**src/rtl/rws_pkg.sv**
```systemverilog
// Shared types and constants for the roulette wheel selector.
`default_nettype none
package rws_pkg;

	localparam int FRAC_W    = 16;
	localparam int TOTAL_W   = 24;
	localparam int POP_W     = 9;
	localparam int IN_IDX_W  = 8;
	localparam int OUT_IDX_W = 8;

	localparam logic CMD_WRITE  = 1'b0;
	localparam logic CMD_SELECT = 1'b1;

	typedef enum logic [2:0] {
		ST_CLEAR,
		ST_IDLE,
		ST_WR,
		ST_MUL,
		ST_WALK,
		ST_FALL,
		ST_OUT
	} rws_state_t;

endpackage
`default_nettype wire

```
**src/rtl/rws_mod_unit.sv**
```systemverilog
// Bit-serial restoring remainder unit: dividend modulo divisor, one bit per cycle.
`default_nettype none
module rws_mod_unit #(
	parameter int DIVISOR_W = 9
) (
	input  logic                       clk,
	input  logic                       arst_n,
	input  logic                       start,
	input  logic [rws_pkg::FRAC_W-1:0] dividend,
	input  logic [DIVISOR_W-1:0]       divisor,
	output logic                       busy,
	output logic [DIVISOR_W-1:0]       remainder
);
	import rws_pkg::*;

	localparam int CNT_W = $clog2(FRAC_W + 1);

	logic [CNT_W-1:0]     cnt_q;
	logic [FRAC_W-1:0]    dvd_q;
	logic [DIVISOR_W-1:0] dvs_q;
	logic [DIVISOR_W-1:0] rem_q;
	logic [DIVISOR_W:0]   trial;
	logic [DIVISOR_W-1:0] rem_next;

	always_comb begin
		trial = {rem_q, dvd_q[FRAC_W-1]};
		if (trial >= {1'b0, dvs_q}) begin
			rem_next = DIVISOR_W'(trial - {1'b0, dvs_q});
		end else begin
			rem_next = trial[DIVISOR_W-1:0];
		end
	end

	always_ff @(posedge clk or negedge arst_n) begin
		if (!arst_n) begin
			cnt_q <= '0;
		end else if (start) begin
			cnt_q <= CNT_W'(FRAC_W);
		end else if (cnt_q != '0) begin
			cnt_q <= cnt_q - 1'b1;
		end
	end

	always_ff @(posedge clk) begin
		if (start) begin
			dvd_q <= dividend;
			dvs_q <= divisor;
			rem_q <= '0;
		end else if (cnt_q != '0) begin
			dvd_q <= {dvd_q[FRAC_W-2:0], 1'b0};
			rem_q <= rem_next;
		end
	end

	assign busy      = (cnt_q != '0);
	assign remainder = rem_q;

endmodule
`default_nettype wire

```
**config.mk**
```make
export PLATFORM = sky130hd
export DESIGN_NAME = rws_mod_unit
export DESIGN_NICKNAME = d
export VERILOG_FILES = /design/src/rtl/rws_pkg.sv /design/src/rtl/rws_mod_unit.sv
export SDC_FILE = /design/constraint.sdc
export NUM_CORES = 1
export LEC_CHECK = 0
export ABC_AREA = 0
export BUFFER_PORTS_ARGS = -buffer_cell sky130_fd_sc_hd__buf_2
export CAP_MARGIN = 10
export CORE_MARGIN = 10
export CORE_UTILIZATION = 40
export CTS_CLUSTER_DIAMETER = 80
export CTS_CLUSTER_SIZE = 8
export DETAILED_ROUTE_END_ITERATION = 8
export PLACE_DENSITY = 0.67
export SYNTH_ARGS = -nofsm -noshare
export SYNTH_HDL_FRONTEND = slang
export SYNTH_SLANG_ARGS = --single-unit
```
**constraint.sdc**
```tcl
create_clock -name clk -period 2.3 [get_ports clk]
set_input_delay 0.345 -clock clk [delete_from_list [all_inputs] [get_ports clk]]
set_output_delay 0.345 -clock clk [all_outputs]
set_load 0.01 [all_outputs]
```
==> results.sh <==
export IMPL_status="complete, no violations"
export IMPL_leakage_nw=1.099
export IMPL_coreArea_mm2=0.005107
export IMPL_first_iter_violations=85
export IMPL_crit_chain="inv_2 > ha_4 > inv_1 > fa_2 > buf_4 > a211oi_4 > nor2_2 > o31ai_2 > nand3_1 > a211oi_2"
export IMPL_wl_per_cell_um=15.16
export IMPL_fillers=480
export IMPL_viasPerCell=5.209
export IMPL_crit_fanout=3
export IMPL_syn_nets=225
export IMPL_grt_pass1_vias=1621
export IMPL_place_hpwl_um=3390
export IMPL_root_buffer="clkbuf_8"
export IMPL_syn2layout_area_growth_pct=23.47
export IMPL_fin_crit_ns=2.176
export IMPL_pin_count=38
export IMPL_r2r_slack_ns=0.12
export IMPL_hp_class="input port to register"
export IMPL_share_comb_of_total_power_pct=42.8
export IMPL_p_int_mw=1.708
export IMPL_reg2reg_from="dvd_q[15]"
export IMPL_cp_required_ns=2.51
export IMPL_layout_nets=275
export IMPL_syn_inst=185
export IMPL_dr_pass1_iters=4
export IMPL_antenna_found_initial=0
export IMPL_cp_end_kind="register"
export IMPL_final_cell_mix="37 x buf_2, 25 x edfxtp_1, 17 x nor2_1"
export IMPL_max_freq_ghz=0.4595
export IMPL_finalHoldViolCount=0
export IMPL_insertion_delay_ns=0.29
export IMPL_die_area_mm2=0.008582
export IMPL_final_max_slew_viol_count=0
export IMPL_cts_tree="built"
export IMPL_slowest_stage="edfxtp_1"
export IMPL_critPathLaunchType="register"
export IMPL_drt_wl_total_um=4640
export IMPL_p_sw_mw=0.9348
export IMPL_synth_seq_cells=39
export IMPL_clk_pin_slew_ns=0.08
export IMPL_hold_path_end="dvs_q[2]"
export IMPL_max_cap_viol_count=0
export IMPL_route_detailed_drc=0
export IMPL_ant_nets=0
export IMPL_crit_arrival_ns=2.39
export IMPL_async_flop_share_pct=12.82
export IMPL_rr_worst_depth=10
export IMPL_clk_path_buf_depth=2
export IMPL_clkPwrFrac_pct=18.2
export IMPL_worst_pin_slew_ns=0.4208
export IMPL_dieHeight_um=92.64
export IMPL_grt_usage_pct=11.01
export IMPL_min_path_cells=1
export IMPL_timing_rr_end="remainder[6]"
export IMPL_synth_edf_count=25
export IMPL_irDropWorstVdd_mv=0.4452
export IMPL_overflow=0
export IMPL_mappedNetlistArea_mm2=0.002111
export IMPL_start_util_pct=41.33
export IMPL_h_tree_depth=2
export IMPL_setup_viol=0
export IMPL_route_vias_total=1594
export IMPL_synthFlopType="edfxtp_1"
export IMPL_slew_headroom_pct=71.76
export IMPL_max_stage_delay_ns=0.38
export IMPL_fp_dieW_um=92.64
export IMPL_swShare_pct=35.37
export IMPL_numCtsBuffers=5
export IMPL_layout_drive_gt1_share_pct=37.71
export IMPL_synth_cell_type_count=47
export IMPL_yosysWarnings=0
export IMPL_clock_sinks=39
export IMPL_critical_path_class="register to register"
export IMPL_ys_seq_area_share_pct=50.03
export IMPL_fin_util_pct=51.03
export IMPL_worst_hold_slack_ns=0.2273
export IMPL_antenna_diode_count=0
export IMPL_gp_congestion=0.8771
export IMPL_seqPwrFrac_pct=39.0
export IMPL_power_density_mw_per_mm2=1014
export IMPL_finalCritPeriodShare_pct=94.61
export IMPL_port_buffers=37
export IMPL_min_delay_start="divisor[2]"
export IMPL_grt_max_degree=30
export IMPL_row_count=26
export IMPL_grt_pass1_wl_um=7741
export IMPL_syn_area_per_cell_um2=11.41
export IMPL_finClkSkew_ns=0.002314
export IMPL_mostFrequentLayoutCell="buf_2"
==> power by group through the flow <==
stage | sequential (mW) | combinational (mW) | clock [mW]
global route | 1.05 | 1.27 | 0.521
detailed placement | 1.04 | 1.03 | 0
CTS | 1.03 | 1.05 | 0.494
floorplan | 1.04 | 0.714 | 0
finish | 1.03 | 1.13 | 0.482
global placement | 1.04 | 1.02 | 0
==> sequential cells by signal, summed over array words and instances (netlist names) <==
| signal | cells |
|---|---|
| cnt_q | 5 |
| dvd_q | 16 |
| dvs_q | 9 |
| remainder | 9 |
==> Yosys cell counts (all sizes together), types with 2 or more instances <==
cell / count / area, µm²
a21oi: 7 / 35.03
ha: 11 / 137.6
nor2: 18 / 67.56
a311oi: 2 / 17.52
a211oi: 8 / 65.06
inv: 16 / 60.06
dfrtp: 5 / 125.1
clkbuf: 3 / 21.27
a21o: 2 / 17.52
xnor2: 3 / 26.28
buf: 5 / 35.03
mux2: 16 / 180.2
o21a: 3 / 25.03
or3: 3 / 18.77
dfxtp: 9 / 180.2
nor3: 5 / 25.02
o31ai: 2 / 15.01
o21ai: 6 / 30.03
edfxtp: 25 / 750.7
nand2: 5 / 18.77
o2111ai: 2 / 17.52
nor4: 5 / 31.28
nand3: 4 / 20.02
and4: 2 / 18.77
a311o: 2 / 20.02
==> area by class of cell <==
| class | instances | area, µm² | share of cell area [%] |
|---|---|---|---|
| inverters | 16 | 60.06 | 2.304 |
| multi-input cells | 122 | 1003 | 38.50 |
| well taps | 70 | 87.58 | 3.361 |
| clock inverters | 2 | 11.26 | 0.4321 |
| repair buffers | 51 | 305.3 | 11.71 |
| clock buffers | 6 | 82.58 | 3.169 |
| flip-flops and latches | 39 | 1056 | 40.52 |
==> metal layers <==
metal | vias to the layer above | share of wire (%) | GRT usage, %
met1 | 752 | 45 | 14.02
met3 | 7 | 4.8 | 2.744
met2 | 44 | 49 | 17.53
met5 | - | 0 | 0
met4 | 0 | 1.5 | 4.242
li1 | 791 | - | -
==> worst max path at each step <==
stage / startpoint / to / slack [ns] / depth (start not counted)
3_5_place_dp: dvd_q[15] / remainder[3] / 0.01 / 10
2_1_floorplan: dvd_q[15] / remainder[2] / 0.05 / 10
3_3_place_gp: dvd_q[15] / remainder[2] / 0.08 / 9
5_1_grt: dvd_q[15] / remainder[6] / -0.005 / 10
6_report: dvd_q[15] / remainder[6] / 0.12 / 10
4_1_cts: dvd_q[15] / remainder[4] / 0.003 / 10
==> critical path, delay by kind of cell (launching register included) <==
family / cells / cell delay (ns)
adder cells (fa/ha/maj): 2 / 0.49
buffers and inverters: 3 / 0.30
flip-flops: 1 / 0.38
AO/OA/AOI/OAI: 3 / 0.71
AND/OR/NAND/NOR: 2 / 0.24
==> cells by family after synthesis <==
group	synth area share, %
flops	50.03
fa+ha+maj	7.469
compound gates	13.81
simple gates	12.51
xor+xnor	1.660
buf+inv	5.513
mux	9.010
==> stage by stage <==
| stage | worst slack, ns | TNS [ns] | instances | power [mW] | cell area (µm²) |
|---|---|---|---|---|---|
| finish | 0.1239 | 0 | 306 | 2.643 | 2606 |
| global route | -0.005457 | -0.005457 | 306 | 2.840 | 2606 |
| CTS | 0.002911 | 0 | 306 | 2.569 | 2541 |
| detailed placement | 0.01102 | 0 | 297 | 2.077 | 2437 |
| global placement | 0.08164 | 0 | 297 | 2.063 | 2437 |
| floorplan | 0.04718 | 0 | 185 | 1.758 | 2111 |
==> what timing repair did <==
item / 4_1_cts / 5_1_grt
endpoints found under the setup margin: 0 / 9
gates resized for setup: 0 / 14
buffers inserted: 0 / 0
endpoints found under the hold margin: 5 / 0
hold buffers: 1 / 0
Power figures use the tool's default switching activity.
